[config.mk]
export PLATFORM = sky130hd
export DESIGN_NAME = interrupt_status_mask_controller_core
export DESIGN_NICKNAME = d
export VERILOG_FILES = /design/src/rtl/ismc_pkg.sv /design/src/rtl/ismc_ctrl.sv /design/src/rtl/ismc_datapath.sv /design/src/rtl/interrupt_status_mask_controller_core.sv
export SDC_FILE = /design/constraint.sdc
export NUM_CORES = 1
export LEC_CHECK = 0
export ABC_AREA = 1
export BUFFER_PORTS_ARGS = -buffer_cell sky130_fd_sc_hd__clkbuf_2
export CELL_PAD_IN_SITES_DETAIL_PLACEMENT = 1
export CELL_PAD_IN_SITES_GLOBAL_PLACEMENT = 1
export CORE_MARGIN = 5
export CORE_UTILIZATION = 45
export CTS_CLUSTER_DIAMETER = 80
export CTS_CLUSTER_SIZE = 12
export DETAILED_ROUTE_END_ITERATION = 16
export HOLD_SLACK_MARGIN = 0.15
export PLACE_DENSITY_LB_ADDON = 0.1
export RECOVER_POWER = 100
export SETUP_SLACK_MARGIN = 0.02
export SLEW_MARGIN = 15
export SYNTH_ARGS = -nofsm -noshare
export SYNTH_HDL_FRONTEND = slang
export SYNTH_SLANG_ARGS = --single-unit
export TNS_END_PERCENT = 100
[constraint.sdc]
create_clock -name i_clk -period 7.1 [get_ports i_clk]
set_input_delay 1.065 -clock i_clk [delete_from_list [all_inputs] [get_ports i_clk]]
set_output_delay 1.065 -clock i_clk [all_outputs]
set_load 0.02 [all_outputs]
[src/rtl/ismc_pkg.sv]
`default_nettype none
// ----------------------------------------------------------------------------
// ismc_pkg
// Shared types, request codes, status codes and register addresses of the
// interrupt status and mask controller.
// ----------------------------------------------------------------------------
package ismc_pkg;

    // Default line counts.
    localparam int NUM_CAUSES_DEF   = 15;
    localparam int NUM_CHANNELS_DEF = 10;

    // Request codes carried in the mode field.
    localparam logic [2:0] MODE_RAISE   = 3'd0;
    localparam logic [2:0] MODE_READ    = 3'd1;
    localparam logic [2:0] MODE_WRITE   = 3'd2;
    localparam logic [2:0] MODE_MASK    = 3'd3;
    localparam logic [2:0] MODE_ENABLE  = 3'd4;
    localparam logic [2:0] MODE_DELIVER = 3'd5;

    // Result status codes.
    localparam logic [1:0] ST_DONE    = 2'd0;
    localparam logic [1:0] ST_INVALID = 2'd1;
    localparam logic [1:0] ST_SERVED  = 2'd2;
    localparam logic [1:0] ST_NONE    = 2'd3;

    // Bus register addresses.
    localparam logic [31:0] ADDR_ISTAT = 32'h1000_F000;
    localparam logic [31:0] ADDR_IMASK = 32'h1000_F010;
    localparam logic [31:0] ADDR_DSTAT = 32'h1000_E010;

    // Bit position of the channel mask inside D_STAT.
    localparam int DSTAT_MASK_LSB = 16;

    // Request word.
    typedef struct packed {
        logic [2:0]  mode;
        logic        bank;
        logic [4:0]  line;
        logic [31:0] address;
        logic [31:0] write_data;
        logic        flag;
    } t_in_word;

    // Result word.
    typedef struct packed {
        logic [1:0]  status;
        logic [31:0] read_data;
        logic        changed;
        logic        served_bank;
        logic [3:0]  served_line;
        logic        irq_pending;
        logic        last;
    } t_out_word;

    // Commands from the controller to the datapath.
    typedef struct packed {
        logic load_req;
        logic exec_single;
        logic start_walk;
        logic step_walk;
    } t_dp_cmd;

    // Status from the datapath to the controller.
    typedef struct packed {
        logic out_free;
        logic deliver_go;
        logic walk_last;
    } t_dp_stat;

endpackage : ismc_pkg
`default_nettype wire

[src/rtl/ismc_ctrl.sv]
`default_nettype none
// ----------------------------------------------------------------------------
// ismc_ctrl
// Sequencer: takes one request word, runs it once, and for a deliver
// steps through the captured pending lines, one result word per cycle while the output is free.
// ----------------------------------------------------------------------------
module ismc_ctrl (
    input  wire logic              i_clk,
    input  wire logic              i_rst_n,
    input  wire logic              i_in_valid,
    output logic                   o_in_ready,
    input  wire ismc_pkg::t_dp_stat i_stat,
    output ismc_pkg::t_dp_cmd      o_cmd
);

    typedef enum logic [1:0] {
        S_IDLE,
        S_EXEC,
        S_WALK
    } t_state;

    t_state r_state, n_state;
    logic   r_in_ready, n_in_ready;

    // Next state and datapath commands.
    always_comb begin
        n_state          = r_state;
        n_in_ready       = r_in_ready;
        o_cmd            = '0;
        case (r_state)
            S_IDLE: begin
                if (i_in_valid && r_in_ready) begin
                    o_cmd.load_req = 1'b1;
                    n_state        = S_EXEC;
                    n_in_ready     = 1'b0;
                end
            end
            S_EXEC: begin
                if (i_stat.deliver_go) begin
                    o_cmd.start_walk = 1'b1;
                    n_state          = S_WALK;
                end else if (i_stat.out_free) begin
                    o_cmd.exec_single = 1'b1;
                    n_state           = S_IDLE;
                    n_in_ready        = 1'b1;
                end
            end
            S_WALK: begin
                if (i_stat.out_free) begin
                    o_cmd.step_walk = 1'b1;
                    if (i_stat.walk_last) begin
                        n_state    = S_IDLE;
                        n_in_ready = 1'b1;
                    end
                end
            end
            default: begin
                n_state    = S_IDLE;
                n_in_ready = 1'b1;
            end
        endcase
    end

    // State and registered ready.
    always_ff @(posedge i_clk) begin
        if (!i_rst_n) begin
            r_state    <= S_IDLE;
            r_in_ready <= 1'b1;
        end else begin
            r_state    <= n_state;
            r_in_ready <= n_in_ready;
        end
    end

    assign o_in_ready = r_in_ready;

endmodule : ismc_ctrl
`default_nettype wire

[src/rtl/ismc_datapath.sv]
`default_nettype none
// ----------------------------------------------------------------------------
// ismc_datapath
// Status, mask and enable registers, the request holding register, the
// deliver snapshot with its lowest-line search, and the result register.
// ----------------------------------------------------------------------------
module ismc_datapath #(
    parameter int NUM_CAUSES   = ismc_pkg::NUM_CAUSES_DEF,
    parameter int NUM_CHANNELS = ismc_pkg::NUM_CHANNELS_DEF
) (
    input  wire logic                i_clk,
    input  wire logic                i_rst_n,
    input  wire ismc_pkg::t_in_word  i_in_data,
    input  wire ismc_pkg::t_dp_cmd   i_cmd,
    output ismc_pkg::t_dp_stat       o_stat,
    output logic                     o_out_valid,
    input  wire logic                i_out_ready,
    output ismc_pkg::t_out_word      o_out_data
);

    localparam int SNAP_W = NUM_CAUSES + NUM_CHANNELS;
    localparam int IDX_W  = $clog2(SNAP_W);

    // Architectural state.
    logic [NUM_CAUSES-1:0]   r_cs, n_cs;
    logic [NUM_CAUSES-1:0]   r_cm, n_cm;
    logic [NUM_CHANNELS-1:0] r_chs, n_chs;
    logic [NUM_CHANNELS-1:0] r_chm, n_chm;
    logic                    r_en, n_en;

    // Request, snapshot and result registers.
    ismc_pkg::t_in_word  r_req;
    logic [SNAP_W-1:0]   r_snap;
    ismc_pkg::t_out_word r_out, n_out;
    logic                r_out_valid;

    // Request decode.
    logic                    line_ok;
    logic [NUM_CAUSES-1:0]   c_bit;
    logic [NUM_CHANNELS-1:0] ch_bit;
    logic [NUM_CAUSES-1:0]   ip;
    logic [NUM_CHANNELS-1:0] dp;
    logic [1:0]              res_status;
    logic [31:0]             res_rd;
    logic                    res_chg;
    logic                    was_set;
    logic                    pend_next;
    logic                    pend_cur;

    // Snapshot search.
    logic [SNAP_W-1:0] snap_low;
    logic [IDX_W-1:0]  snap_idx;
    logic [5:0]        idx_ext;
    logic [5:0]        walk_line;
    logic              walk_bank;

    assign line_ok = r_req.bank ? (r_req.line < 5'(NUM_CHANNELS))
                                : (r_req.line < 5'(NUM_CAUSES));
    assign c_bit   = NUM_CAUSES'(1) << r_req.line;
    assign ch_bit  = NUM_CHANNELS'(1) << r_req.line;
    assign ip      = r_cs & r_cm;
    assign dp      = r_chs & r_chm;
    assign was_set = |(r_cm & c_bit);

    // Single-word request: next state and result fields.
    always_comb begin
        n_cs       = r_cs;
        n_cm       = r_cm;
        n_chs      = r_chs;
        n_chm      = r_chm;
        n_en       = r_en;
        res_status = ismc_pkg::ST_DONE;
        res_rd     = '0;
        res_chg    = 1'b0;
        case (r_req.mode)
            ismc_pkg::MODE_RAISE: begin
                if (!line_ok) begin
                    res_status = ismc_pkg::ST_INVALID;
                end else if (r_req.bank) begin
                    n_chs = r_chs | ch_bit;
                end else begin
                    n_cs = r_cs | c_bit;
                end
            end
            ismc_pkg::MODE_READ: begin
                if (r_req.address == ismc_pkg::ADDR_ISTAT) begin
                    res_rd = 32'(r_cs);
                end else if (r_req.address == ismc_pkg::ADDR_IMASK) begin
                    res_rd = 32'(r_cm);
                end else if (r_req.address == ismc_pkg::ADDR_DSTAT) begin
                    res_rd = 32'(r_chs) | (32'(r_chm) << ismc_pkg::DSTAT_MASK_LSB);
                end else begin
                    res_status = ismc_pkg::ST_INVALID;
                end
            end
            ismc_pkg::MODE_WRITE: begin
                // Status bits clear on a one; mask bits toggle on a one.
                if (r_req.address == ismc_pkg::ADDR_ISTAT) begin
                    n_cs = r_cs & ~r_req.write_data[NUM_CAUSES-1:0];
                end else if (r_req.address == ismc_pkg::ADDR_IMASK) begin
                    n_cm = r_cm ^ r_req.write_data[NUM_CAUSES-1:0];
                end else if (r_req.address == ismc_pkg::ADDR_DSTAT) begin
                    n_chs = r_chs & ~r_req.write_data[NUM_CHANNELS-1:0];
                    n_chm = r_chm ^
                        r_req.write_data[ismc_pkg::DSTAT_MASK_LSB +: NUM_CHANNELS];
                end else begin
                    res_status = ismc_pkg::ST_INVALID;
                end
            end
            ismc_pkg::MODE_MASK: begin
                if (!line_ok) begin
                    res_status = ismc_pkg::ST_INVALID;
                end else if (r_req.bank) begin
                    n_chm   = r_req.flag ? (r_chm | ch_bit) : (r_chm & ~ch_bit);
                    res_chg = 1'b1;
                end else begin
                    n_cm    = r_req.flag ? (r_cm | c_bit) : (r_cm & ~c_bit);
                    res_chg = r_req.flag ? !was_set : was_set;
                end
            end
            ismc_pkg::MODE_ENABLE: begin
                n_en = r_req.flag;
            end
            ismc_pkg::MODE_DELIVER: begin
                // Only reached here when nothing is to be delivered.
                res_status = ismc_pkg::ST_NONE;
            end
            default: begin
                res_status = ismc_pkg::ST_INVALID;
            end
        endcase
    end

    assign pend_next = n_en && ((|(n_cs & n_cm)) || (|(n_chs & n_chm)));
    assign pend_cur  = r_en && ((|ip) || (|dp));

    // Lowest pending line of the snapshot; causes sit in the low bits.
    assign snap_low = r_snap & (~r_snap + SNAP_W'(1));

    always_comb begin
        snap_idx = '0;
        for (int i = 0; i < SNAP_W; i++) begin
            if (snap_low[i]) begin
                snap_idx = snap_idx | IDX_W'(i);
            end
        end
    end

    assign idx_ext   = 6'(snap_idx);
    assign walk_bank = (idx_ext >= 6'(NUM_CAUSES));
    assign walk_line = walk_bank ? (idx_ext - 6'(NUM_CAUSES)) : idx_ext;

    // Result word to load.
    always_comb begin
        n_out = '0;
        if (i_cmd.step_walk) begin
            n_out.status      = ismc_pkg::ST_SERVED;
            n_out.served_bank = walk_bank;
            n_out.served_line = walk_line[3:0];
            n_out.irq_pending = pend_cur;
            n_out.last        = ((r_snap & ~snap_low) == '0);
        end else begin
            n_out.status      = res_status;
            n_out.read_data   = res_rd;
            n_out.changed     = res_chg;
            n_out.irq_pending = pend_next;
            n_out.last        = 1'b1;
        end
    end

    // Architectural state update.
    always_ff @(posedge i_clk) begin
        if (!i_rst_n) begin
            r_cs  <= '0;
            r_cm  <= '0;
            r_chs <= '0;
            r_chm <= '0;
            r_en  <= 1'b1;
        end else if (i_cmd.exec_single) begin
            r_cs  <= n_cs;
            r_cm  <= n_cm;
            r_chs <= n_chs;
            r_chm <= n_chm;
            r_en  <= n_en;
        end else if (i_cmd.start_walk) begin
            // Every captured line is cleared at once; the walk only reports.
            r_cs  <= r_cs & ~ip;
            r_chs <= r_chs & ~dp;
        end
    end

    // Request and snapshot registers.
    always_ff @(posedge i_clk) begin
        if (i_cmd.load_req) begin
            r_req <= i_in_data;
        end
        if (i_cmd.start_walk) begin
            r_snap <= {dp, ip};
        end else if (i_cmd.step_walk) begin
            r_snap <= r_snap & ~snap_low;
        end
    end

    // Result register.
    always_ff @(posedge i_clk) begin
        if (!i_rst_n) begin
            r_out_valid <= 1'b0;
        end else if (i_cmd.exec_single || i_cmd.step_walk) begin
            r_out_valid <= 1'b1;
        end else if (i_out_ready) begin
            r_out_valid <= 1'b0;
        end
    end

    always_ff @(posedge i_clk) begin
        if (i_cmd.exec_single || i_cmd.step_walk) begin
            r_out <= n_out;
        end
    end

    assign o_stat.out_free   = !r_out_valid || i_out_ready;
    assign o_stat.deliver_go = (r_req.mode == ismc_pkg::MODE_DELIVER) && pend_cur;
    assign o_stat.walk_last  = ((r_snap & ~snap_low) == '0);

    assign o_out_valid = r_out_valid;
    assign o_out_data  = r_out;

endmodule : ismc_datapath
`default_nettype wire

[src/rtl/interrupt_status_mask_controller_core.sv]
`default_nettype none
// ----------------------------------------------------------------------------
// interrupt_status_mask_controller_core
// Interrupt cause and DMA channel status/mask controller with bus register
// access and ordered delivery of pending lines.
// ----------------------------------------------------------------------------
//
//  Channel   Handshake                   Word type
//  --------  --------------------------  ---------------------
//  request   i_in_valid / o_in_ready     ismc_pkg::t_in_word
//  result    o_out_valid / i_out_ready   ismc_pkg::t_out_word
//
//  A request is captured, then executed, and gives one result word.
//  A deliver is captured, snapshots its pending lines, then gives one
//  result word per cycle, when the output is free, as the lines are walked.
//  The next request is taken once the last result word is loaded; output
//  stalls hold the sequencer. Reset is synchronous, active low, and leaves
//  delivery enabled with all status and mask bits clear.
//
module interrupt_status_mask_controller_core #(
    parameter int NUM_CAUSES   = ismc_pkg::NUM_CAUSES_DEF,
    parameter int NUM_CHANNELS = ismc_pkg::NUM_CHANNELS_DEF
) (
    input  wire logic               i_clk,
    input  wire logic               i_rst_n,
    input  wire logic               i_in_valid,
    output logic                    o_in_ready,
    input  wire ismc_pkg::t_in_word i_in_data,
    output logic                    o_out_valid,
    input  wire logic               i_out_ready,
    output ismc_pkg::t_out_word     o_out_data
);

    ismc_pkg::t_dp_cmd  cmd;
    ismc_pkg::t_dp_stat stat;

    // Sequencer.
    ismc_ctrl u_ctrl (
        .i_clk      (i_clk),
        .i_rst_n    (i_rst_n),
        .i_in_valid (i_in_valid),
        .o_in_ready (o_in_ready),
        .i_stat     (stat),
        .o_cmd      (cmd)
    );

    // Registers and result datapath.
    ismc_datapath #(
        .NUM_CAUSES   (NUM_CAUSES),
        .NUM_CHANNELS (NUM_CHANNELS)
    ) u_datapath (
        .i_clk       (i_clk),
        .i_rst_n     (i_rst_n),
        .i_in_data   (i_in_data),
        .i_cmd       (cmd),
        .o_stat      (stat),
        .o_out_valid (o_out_valid),
        .i_out_ready (i_out_ready),
        .o_out_data  (o_out_data)
    );

endmodule : interrupt_status_mask_controller_core
`default_nettype wire
# Yosys cells after proc, flatten, opt, wreduce, memory -nomap -nowiden
# Cells that the tools add are included.
# classes
addsub	2
magnitude_cmp	3
eq_ne	19
n_shift	2
muxes	176
n_bitwise	30
n_reduce_logical	23
# ops
op	n
$mux 15	25
$mux 10	36
$mux 32	9
$eq 32x29->1 const B	3
$and 15x15->15	6
$mux 25	3
$mux 2	32
$pmux 15 s2	2
$and 10x10->10	5
$and 25x25->25	2
$not 25->25	2
$mux 5	9
$not 15->15	3
$reduce_or 15->1	3
$mux 1	42
$pmux 10 s2	2
$mux 4	9
$not 10->10	3
$or 15x15->15	2
$or 10x26->26	1
$add 25x1->25 const B	1
$logic_not 25->1	1
$or 10x10->10	2
$reduce_or 10->1	2
30 further kinds	50
# totals
ff_bits	190
input_bits	78
output_inout_bits	44
wordCells	277

# Longest topological paths before layout
# Gate-level depths: netlist of the first run.
# logic_depth
depth_word	29
depth_mapped	19
ltp_nobuf	18

# Cells and area by module
# Synthesis of the first run repeated with hierarchy kept, for this count alone.
# unflattened
cells_unflattened	1411
area_unflattened_um2	10846.7
# by_module_without_submodules
mod	n_inst	cells_each	area_each_um2	seq_area_each_um2
ismc_datapath	1	1380	10649.0	4854.7
ismc_ctrl	1	31	197.7	60.1

# Least setup slack after synthesis of the first run
# Ideal clock, no wire load.
# synth_path
kind	input to register
startpoint	in i_out_ready
endpoint	reg u_datapath.r_req[0] in the netlist's numbering (enable)
setup_ns	0.421
t_arrival_ns	2.837
path_slack_ns	3.842
cell_stages	6
path_buffers	0
path_cell_list	nor2_1 > inv_1 > nor2_1 > a21oi_1 > nand2_1 > inv_1
# synth_rtl
item	line_no	text
from (decl)	interrupt_status_mask_controller_core.sv:30	input wire logic i_out_ready,
to (signal assigned)	ismc_datapath.sv:195	r_req <= i_in_data;
to (decl)	ismc_datapath.sv:32	ismc_pkg::t_in_word r_req;

==> impl_metrics.csv, run 1 <==
group,metric,value,unit
critical_path,critPathBufInv,5,
die,die_y,165,um
logic_synthesis,synth_fa_ha_area_share,0.116,%
cts,ctsRootBufferMaster,"clkbuf_16",
logic_synthesis,synth_compound_area_share,9.99,%
finish,syn_to_final_growth,11.8,%
critical_path,cp_top_family,"buffers and inverters",
routing,wl,37900,um
logic_synthesis,yosysSeqAreaShare,45.7,%
run,cap_violations,4,
die,std_cell_rows,56,
timing,fin_setup_tns,0,ns
cts,hold_buffers,0,
timing,max_slew_margin,-151,%
logic_synthesis,synth_top_family_by_area,"simple AND/OR/NAND/NOR gates",
run_status,violations,"capacitance limit, slew limit",
placed_design,place.gp.congestion,0.921,
critical_path,cp_data_arrival_time,5.57,ns
critical_path,critPathKind,"register to register",
routing,via_count,10500,
timing,clock_skew,0.0155,ns
critical_path,crit_path_max_incr_delay,1.43,ns
global_route,antenna_found_initial,0,
routing,drc,0,
global_route,grt_first_pass_wirelength,58300,um
cts,clk_pin_slew,0.08,ns
timing,setup_viol,0,
timing,hold_violations,0,
logic_synthesis,syn_area_per_cell,7.48,sq um
logic_synthesis,ys_ff_latch,182,
die,fp.dieW,165,um
logic_synthesis,muxShareOfSynthArea,0,%
routing,drtIter0Drc,1052,
die,coreArea,23500,sq um
logic_synthesis,synth_edf_count,127,
global_route,track_usage,28.1,%
global_route,grt_pass1_vias,10682,
power,seqPwrFrac,43.1,%
cts,cts-resized-gates,0,
timing,tightest_slew,3.77,ns
logic_synthesis,synth_xor_area_share,2.04,%
power,p_comb_share,35.5,%
cts,clock_latency,0.45,ns
critical_path,ff2ff_setup_slack,1.73,ns
critical_path,path_cells,"inv_1 > nand2_1 > clkbuf_1 > inv_1 > nand2_1 > inv_1 > nand3_1 > o21ai_0 > inv_1 > nand2_1 > nand2_1 > nor2_1 > nand2_1 > nor2_1 > nand2_1 > nand2_1 > nand2_1",
critical_path,critPathRequiredTime,7.30,ns
power,p_sw,0.00199,W
finish,fin_nets,1600,
logic_synthesis,synth.cell_area,10700,sq um
finish,antenna-diode-count,0,
cts,cts_buffers,17,
finish,nFillCells,3046,
min_path,whs_path_depth,2,
timing,rsz0062_at_grt,"false",
die,start_util,45.8,%
finish,final_layout_size_suffix_gt1_share,10.0,%
routing,drtPass1Iterations,5,
logic_synthesis,ys.flop_type,"edfxtp_1",
logic_synthesis,synth_cell_types,49,
power,p_leak,5.29,nW
die,die-area,27100,sq um
placed_design,dp.cells,1821,
power,peakVddDrop,204,uV
min_path,hold_class,"register to register",
finish,final_common_cell,"nand2_1",
placed_design,dp_hpwl,27100,um
cts,cts_setup_buffers,0,
power,clkPwrFrac,21.4,%
run_status,status,"complete, but fails checks",
finish,multi_input_area,4950,sq um
timing,slew_viol_final,196,
power,power,0.00450,W
critical_path,reg2regPathDepth,17,
logic_synthesis,async_flop_share,0,%
critical_path,crit_slowest_cell,"inv_1",
routing,vias_per_cell,5.67,
critical_path,crit_top_cell,"nand2_1",
routing,routed_wire_length_per_instance,20.5,um
finish,seqCellArea,4910,sq um
cts,clock_sinks,182,
finish,final_cell_mix,"441 x nand2_1, 178 x nand3_1, 145 x nor2_1",
routing,detail-route-antenna-nets,0,
logic_synthesis,synth_top_cells_by_area,"edfxtp_1 35%, nand2_1 15%, dfxtp_1 10%",
global_route,grt-ovfl-total,0,
finish,fin_util,51.2,%
logic_synthesis,yosys.area.top_type,"edfxtp_1",
critical_path,cp-startpoint,"u_datapath.r_req[73]$_DFFE_PP_",
power,power_density,375,nW/um^2
power,p_int,0.00251,W
timing,fin_crit,5.37,ns
critical_path,cp-start-kind,"register",
die,io_pins,122,
power,swShare,44.2,%
placed_design,port_buffers,107,
logic_synthesis,synth_top_area_share,35.5,%
critical_path,path_depth,17,
critical_path,r2r-start,"u_datapath.r_req[73]$_DFFE_PP_",
cts,tritoncts,"built",
timing,fmax,186,MHz
critical_path,cp_max_fo,46,
min_path,min_from,"u_datapath.r_chs[3]$_SDFFE_PN0P_",
logic_synthesis,synth_cells,1436,
critical_path,critPathCaptureType,"register",
logic_synthesis,synth-simple-area-share,33.9,%
finish,fin_cells,1853,
timing,post-route-period-util,75.6,%
cts,cts_buffer_depth,2,
cts,htreeDepth,4,
global_route,grt_max_degree,68,
logic_synthesis,yosysWarnings,0,
## cells by family (layout without fill, tap and decap cells)
logic type / after synthesis / in the layout
AOI/OAI and AO/OA: 174 / 174
other: 1 / 7
xor gates and xnor gates: 25 / 25
buffers and inverters: 217 / 309
adders and majority gates: 1 / 1
and+or+nand+nor: 836 / 836
DFF: 182 / 182
## flip-flops by register name (all words and copies together), names as in the netlist
register	flops
u_datapath.r_req	67
u_datapath.o_out_data	35
u_datapath.r_snap	25
u_datapath.r_cm	15
u_datapath.r_cs	15
u_datapath.r_chm	10
u_datapath.r_chs	10
u_ctrl.r_state	2
u_ctrl.o_in_ready	1
u_datapath.o_out_valid	1
u_datapath.r_en	1
## worst min-delay path, stage by stage (launching register included)
cell and delay [ns]:
dfxtp_1 0.33, nand2_1 0.07, a21oi_1 0.05
## routing by layer
metal  wire [um]  GRT usage (%)  up-vias
li1            -              -     4918
met3        2620           5.52       76
met5           0              0        -
met1       15800           35.8     5117
met2       18200           48.2      389
met4        1260           9.22        0
## per-stage QoR
| stage | setup WS, ns | cell area [sq um] | hold WS (ns) |
|---|---|---|---|
| finish | 1.73 | 12000 | 0.486 |
| floorplan | 3.84 | 10800 | 0.452 |
| global placement | 3.58 | 11500 | 0.464 |
| detailed placement | 3.48 | 11500 | 0.474 |
| global route | 1.57 | 12000 | 0.513 |
| CTS | 3.42 | 12100 | 0.485 |
## Yosys cell counts, types with 2 or more instances
library cell	n
nor3_2	2
nor3_1	13
nand2_4	3
edfxtp_1	127
buf_4	8
nand3_2	5
nand2_2	10
xnor2_1	24
clkbuf_1	28
o21ai_0	63
o21ai_1	6
buf_1	2
o21bai_1	2
a21oi_1	43
inv_2	14
nor2_1	145
nand4_1	20
dfxtp_1	55
o211a_1	16
nand3b_1	2
a211oi_1	11
inv_1	137
nand3_4	2
nor2_4	2
nand2_1	438
o211ai_1	9
clkinv_1	5
o221ai_1	9
nor2_8	2
nand3_1	175
a31oi_1	5
o21a_1	4
nor2_2	11
buf_2	22
and2_1	2
## path summary, 6_finish.rpt
kind	to
worst max-delay path	u_datapath.o_out_data[1]$_DFFE_PP_
worst min-delay path	u_datapath.r_chs[3]$_SDFFE_PN0P_
worst max register to register	u_datapath.o_out_data[1]$_DFFE_PP_
worst min register to register	u_datapath.r_chs[3]$_SDFFE_PN0P_
## area by class of cell
class	instances	share of cell area, %
Clock buffer	17	3.54
Clock inverter	15	1.35
Inverter	157	4.93
Multi-Input combinational cell	1043	41.2
Sequential cell	182	40.9
Tap cell	319	3.32
Timing Repair Buffer	120	4.73
## power groups by stage
stage	Sequential (W)	Combinational (W)	Clock, W
floorplan	0.00193	0.00104	0
global placement	0.00191	0.00156	0
detailed placement	0.00193	0.00162	0
CTS	0.00191	0.00163	0.000971
global route	0.00198	0.00176	0.00102
finish	0.00194	0.00160	0.000961
(Power assumes the default switching activity.)
==> run 2: changes to the inputs <==
Settings changed: ABC_AREA 1 to 0, CORE_UTILIZATION 45 to 41.
Clock period 7.1 ns to 4.4 ns, I/O delays scaled along.
==> run 2 against run 1 <==
Effect of this change:
- the flow still finishes with violations (capacitance limit, slew limit)
- synthesized area shrank 4.9%
- combinational power down 75%
- final cell count shrank 19%
- critical endpoint is now u_datapath.r_cs[11]$_SDFFE_PN0P_
- synthesized cell count fell by 25%
- first-iteration DRC count is 11% lower
- maximum frequency up 39%
- via count down 8.2%
- sequential power rose by 5%
- clock power grew 65%
- critical path depth is 9 lower
- global-route usage fell by 1.7 points
- highest routed layer unchanged
- core utilization shrank 3.6 points
==> impl_metrics.csv, run 2 <==
group,metric,value,unit
cts,cts_buffers,17,
finish,top_register,"u_datapath.r_req",
cts,clock_sinks,182,
min_path,whs_path_depth,1,
logic_synthesis,synthTopCellsByCount,"127 x edfxtp_1, 107 x nand2_1, 93 x nor2_1",
run_status,status,"complete, but fails checks",
min_path,hold-path-endpoint,"u_datapath.r_req[67]$_DFFE_PP_",
timing,setup_viol,0,
power,p_comb_share,10.1,%
placed_design,place_area,11100,sq um
critical_path,cp_top_family,"buffers and inverters",
critical_path,critPathCaptureType,"register",
min_path,hold_class,"primary input to register",
routing,top_layer,"met4",
logic_synthesis,ys_ff_latch,182,
finish,syn_to_final_growth,13.8,%
global_route,antenna_found_initial,0,
global_route,grt_first_pass_wirelength,57700,um
routing,via_count,9641,
routing,routed_wire_length_per_instance,25.5,um
critical_path,cp-start-kind,"register",
routing,wl_met3,3280,um
critical_path,crit_path_max_incr_delay,0.89,ns
placed_design,port_buffers,107,
die,fp.dieW,168,um
timing,hold_violations,0,
critical_path,critPathKind,"register to register",
logic_synthesis,synth_cell_types,96,
logic_synthesis,synth.cell_area,10200,sq um
timing,tightest_slew,1.68,ns
die,io_pins,122,
logic_synthesis,yosys.area.top_type,"edfxtp_1",
routing,met2_length,17300,um
finish,fin_nets,1247,
global_route,track_usage,26.4,%
logic_synthesis,yosysMostFrequentCell,"edfxtp_1",
die,std_cell_rows,57,
global_route,grt-ovfl-total,0,
routing,vias_per_cell,6.41,
cts,clock_latency,0.46,ns
die,die-area,28200,sq um
placed_design,dp_hpwl,27400,um
routing,drtPass1Iterations,6,
die,coreArea,24500,sq um
finish,fin_area,11600,sq um
cts,htreeDepth,4,
power,swShare,29.8,%
routing,drc,0,
timing,post-route-period-util,87.5,%
timing,clock_skew,0.0174,ns
critical_path,r2r-start,"u_datapath.r_req[71]$_DFFE_PP_",
finish,final_common_cell,"edfxtp_1",
critical_path,critPathBufInv,3,
timing,max_slew_margin,-12.0,%
die,die_y,168,um
finish,final_layout_size_suffix_gt1_share,14.8,%
critical_path,ff2ff_setup_slack,0.55,ns
power,power_density,346,nW/um^2
timing,fin_setup_tns,0,ns
die,start_util,41.8,%
logic_synthesis,syn_area_per_cell,9.45,sq um
min_path,min_from,"i_in_data[67]",
logic_synthesis,synth_top_cells_by_area,"edfxtp_1 37%, dfxtp_1 11%, a21oi_1 4.0%",
routing,wl,38300,um
power,p_int,0.00283,W
timing,fin_crit,3.85,ns
timing,fmax,260,MHz
routing,detail-route-antenna-nets,0,
routing,met1_length,16100,um
critical_path,r2r-end,"u_datapath.r_cs[11]$_SDFFE_PN0P_",
logic_synthesis,synth_top_area_share,37.3,%
logic_synthesis,async_flop_share,0,%
power,seqPwrFrac,50.5,%
finish,largest_reg_flops,67,
power,p_leak,3.92,nW
critical_path,cp_data_arrival_time,4.20,ns
cts,clk_pin_slew,0.08,ns
critical_path,reg2regPathDepth,8,
finish,antenna-diode-count,0,
power,clkPwrFrac,39.5,%
critical_path,cp_max_fo,49,
placed_design,place.gp.congestion,0.946,
logic_synthesis,ys.flop_type,"edfxtp_1",
cts,cts-resized-gates,0,
critical_path,critPathRequiredTime,4.75,ns
power,p_sw,0.00120,W
cts,cts_setup_buffers,0,
global_route,grt_max_degree,69,
finish,final_cell_mix,"127 x edfxtp_1, 107 x nand2_1, 94 x nor2_1",
power,power,0.00403,W
routing,drtIter0Drc,939,
cts,hold_buffers,0,
logic_synthesis,synth_cells,1081,
cts,tritoncts,"built",
logic_synthesis,yosysSeqAreaShare,48.1,%
power,peakVddDrop,249,uV
run_status,violations,"capacitance limit, slew limit",
logic_synthesis,synth_edf_count,127,
critical_path,path_cells,"buf_4 > inv_1 > or3_1 > a311o_1 > nand3_1 > clkbuf_1 > mux2i_1 > and2_1",
run,cap_violations,1,
cts,cts_buffer_depth,2,
global_route,grt_pass1_vias,9440,
cts,ctsRootBufferMaster,"clkbuf_16",
logic_synthesis,yosysWarnings,0,
timing,rsz0062_at_grt,"false",
timing,slew_viol_final,69,
critical_path,crit_slowest_cell,"clkbuf_1",
==> run 2: changes by cell type after synthesis, sizes merged, moves of 15 or more <==
| cell | previous run | this run |
|---|---|---|
| nand2 | 451 | 109 |
| nand3 | 182 | 56 |
| inv | 152 | 30 |
| nor2 | 160 | 95 |
| a21oi | 43 | 83 |
| nor4 | 1 | 24 |
| xnor2 | 24 | 1 |
| and3 | 0 | 22 |
| clkbuf | 28 | 50 |
| a31oi | 5 | 26 |
| a22oi | 1 | 16 |
==> run 2: worst reg2reg max path, cell delays in order (launching register included) <==
cell and delay (ns):
edfxtp_1 0.36, buf_4 0.47, inv_1 0.15, or3_1 0.48, a311o_1 0.46, nand3_1 0.49, clkbuf_1 0.89, mux2i_1 0.23
and2_1 0.21
==> run 2: kinds of logic after synthesis <==
| family | synth area share (%) |
|---|---|
| AOI/OAI and AO/OA | 21.5 |
| xor gates and xnor gates | 0.0857 |
| adders and majority gates | 0.331 |
| buffers and inverters | 4.77 |
| DFF | 48.1 |
| muxes | 1.11 |
| other | 0.0367 |
| and+or+nand+nor | 24.1 |
==> run 2: how the worst max path moves through the flow <==
stage,start,endpoint,depth (start not counted)
finish,u_datapath.r_req[71]$_DFFE_PP_,u_datapath.r_cs[11]$_SDFFE_PN0P_,8
global route,u_datapath.r_snap[2]$_DFFE_PP_,u_datapath.o_out_data[3]$_SDFFCE_PN0P_,8
CTS,u_datapath.r_req[50]$_DFFE_PP_,u_datapath.o_out_data[1]$_DFFE_PP_,8
detailed placement,u_datapath.r_req[72]$_DFFE_PP_,u_datapath.o_out_data[1]$_DFFE_PP_,7
global placement,u_datapath.r_req[50]$_DFFE_PP_,u_datapath.o_out_data[1]$_DFFE_PP_,8
floorplan,i_in_valid,u_datapath.r_req[0]$_DFFE_PP_,2
==> run 2: metrics by stage <==
| step | worst slack [ns] | utilization (%) | hold slack, ns | cells |
|---|---|---|---|---|
| global placement | 0.845 | 45.5 | 0.481 | 1473 |
| CTS | 0.821 | 47.9 | 0.370 | 1505 |
| detailed placement | 0.837 | 45.5 | 0.488 | 1473 |
| floorplan | 0.576 | - | 0.462 | 1087 |
| finish | 0.551 | 47.6 | 0.373 | 1505 |
| global route | 0.335 | 47.6 | 0.358 | 1505 |
==> run 2: power by group through the flow <==
stage               registers, W  logic, W  clock network [W]
floorplan                0.00204  0.000248                  0
detailed placement       0.00207  0.000404                  0
global route             0.00204  0.000433            0.00169
global placement         0.00206  0.000397                  0
CTS                      0.00203  0.000407            0.00161
finish                   0.00203  0.000405            0.00159
==> run 2: cell type report <==
type / instances / area, sq um
sequential: 182 / 4910
clock inverter: 15 / 176
multi-input combinational: 792 / 4840
fill: 2852 / 12800
tap: 324 / 405
clock buffer: 17 / 425
timing repair buffer: 145 / 756
inverter: 30 / 113
==> run 2: metal layers <==
| metal | global-route usage (%) | up-vias |
|---|---|---|
| met1 | 35.7 | 4704 |
| li1 | - | 4323 |
| met4 | 10.4 | 0 |
| met2 | 42.2 | 502 |
| met3 | 4.95 | 112 |
| met5 | 0 | - |
==> run 3: changes to the inputs <==
Settings changed: MAX_ROUTING_LAYER from default to met4.
==> run 3 against run 2 <==
Effect of this change:
- the flow still finishes with violations (capacitance limit, slew limit)
- via count decreased by 0.18%
- global-route usage increased by 0.74 points
- worst hold slack better by 0.0014 ns
- count of clock-buffer cells in the layout unchanged
- register-to-register slack about the same
- die area unchanged
- sequential cell count unchanged
- core utilization unchanged
- maximum frequency about the same
- critical path type unchanged
- largest power group unchanged
==> impl_metrics.csv, run 3 (same netlist as run 2, synthesis figures left out) <==
group,metric,value,unit
die,fp.dieW,168,um
cts,cts-resized-gates,0,
timing,max_slew_margin,-12.3,%
critical_path,critPathKind,"register to register",
global_route,grt_max_degree,69,
power,power_density,346,nW/um^2
critical_path,critPathCaptureType,"register",
timing,clock_skew,0.0178,ns
run_status,violations,"capacitance limit, slew limit",
finish,antenna-diode-count,0,
routing,detail-route-antenna-nets,0,
finish,fin_nets,1247,
finish,syn_to_final_growth,13.8,%
timing,post-route-period-util,87.5,%
die,start_util,41.8,%
routing,via_count,9624,
global_route,antenna_found_initial,0,
critical_path,crit_slowest_cell,"nor3b_1",
global_route,track_usage,27.2,%
power,power,0.00403,W
timing,fin_crit,3.85,ns
cts,cts_buffer_depth,2,
critical_path,cp_data_arrival_time,4.02,ns
global_route,grt_first_pass_wirelength,57600,um
finish,largest_reg_flops,67,
routing,drc,0,
placed_design,dp.cells,1473,
placed_design,place.gp.congestion,0.963,
routing,drtPass1Iterations,8,
die,io_pins,122,
die,die-area,28200,sq um
die,std_cell_rows,57,
die,coreArea,24500,sq um
global_route,grt_pass1_vias,9458,
placed_design,dp_hpwl,27400,um
power,peakVddDrop,247,uV
finish,top_register,"u_datapath.r_req",
cts,clock_sinks,182,
min_path,hold_class,"primary input to register",
cts,clock_latency,0.46,ns
finish,final_cell_mix,"127 x edfxtp_1, 107 x nand2_1, 94 x nor2_1",
timing,slew_viol_final,69,
cts,tritoncts,"built",
routing,wl,38300,um
routing,vias_per_cell,6.39,
critical_path,critPathRequiredTime,4.57,ns
timing,tightest_slew,1.68,ns
finish,final_layout_size_suffix_gt1_share,14.8,%
power,p_leak,3.92,nW
critical_path,cp-start-kind,"register",
cts,cts_buffers,17,
timing,fin_setup_tns,0,ns
run_status,status,"complete, but fails checks",
timing,setup_viol,0,
die,die_y,168,um
min_path,min_from,"i_in_data[67]",
critical_path,crit_path_max_incr_delay,1.06,ns
global_route,grt-ovfl-total,0,
cts,hold_buffers,0,
run,cap_violations,1,
routing,routed_wire_length_per_instance,25.4,um
finish,fin_cells,1505,
critical_path,cp-startpoint,"u_datapath.r_snap[2]$_DFFE_PP_",
cts,ctsRootBufferMaster,"clkbuf_16",
timing,hold_violations,0,
timing,fmax,260,MHz
critical_path,cp_max_fo,11,
cts,cts_setup_buffers,0,
placed_design,port_buffers,107,
timing,rsz0062_at_grt,"false",
critical_path,path_cells,"nor4_4 > nand3_4 > nor3b_1 > nand3_1 > nand4_1 > ha_1 > a2111oi_0 > mux2i_1",
cts,htreeDepth,4,
routing,drtIter0Drc,959,
cts,clk_pin_slew,0.08,ns
critical_path,r2r-start,"u_datapath.r_snap[2]$_DFFE_PP_",
finish,final_common_cell,"edfxtp_1",
finish,fin_area,11600,sq um
placed_design,place_area,11100,sq um
[run 3: cell counts in the layout (fill, tap and decap cells not counted)]
No cell type changed its count.
[run 3: critical path, delay by kind of cell (launching register included)]
family                   cells  cell delay, ns
AND/OR/NAND/NOR              5            2.46
flip-flops                   1            0.51
adder cells (fa/ha/maj)      1            0.24
multiplexers                 1            0.17
AO/OA/AOI/OAI                1            0.19
[run 3: through the flow]
step | util (%) | setup slack (ns) | hold slack (ns)
after floorplan | - | 0.576 | 0.462
final | 47.6 | 0.549 | 0.374
after detailed placement | 45.5 | 0.837 | 0.488
after global placement | 45.5 | 0.845 | 0.481
after CTS | 47.9 | 0.821 | 0.370
after global routing | 47.6 | 0.335 | 0.359
[run 3: area by class of cell]
type | instances | area (sq um)
multi-input cells | 792 | 4840
repair buffers | 145 | 756
clock inverters | 15 | 176
well taps | 324 | 405
flip-flops and latches | 182 | 4910
clock buffers | 17 | 425
inverters | 30 | 113
fillers | 2852 | 12800
[run 3: metal layers]
metal	vias to the layer above	global-route usage [%]	routed length, um
li1	4319	-	-
met1	4713	35.8	16300
met2	481	42.3	17400
met3	111	4.62	2950
met4	0	10.3	1570
met5	-	-	0
[run 3: worst paths after layout]
path                                            endpoint  cells after the start  slack, ns
setup / recovery  u_datapath.o_out_data[3]$_SDFFCE_PN0P_                      8       0.55
hold / removal            u_datapath.r_req[67]$_DFFE_PP_                      1       0.37
setup reg to reg  u_datapath.o_out_data[3]$_SDFFCE_PN0P_                      8       0.55
hold reg to reg          u_datapath.r_cm[8]$_SDFFE_PN0P_                      2       0.51
[run 3: where the power goes]
part	switching (W)	total, W	leakage [nW]	internal, W
logic	0.000278	0.000405	2.00	0.000127
clock network	0.000814	0.00159	0.292	0.000772
registers	0.000105	0.00203	1.62	0.00193
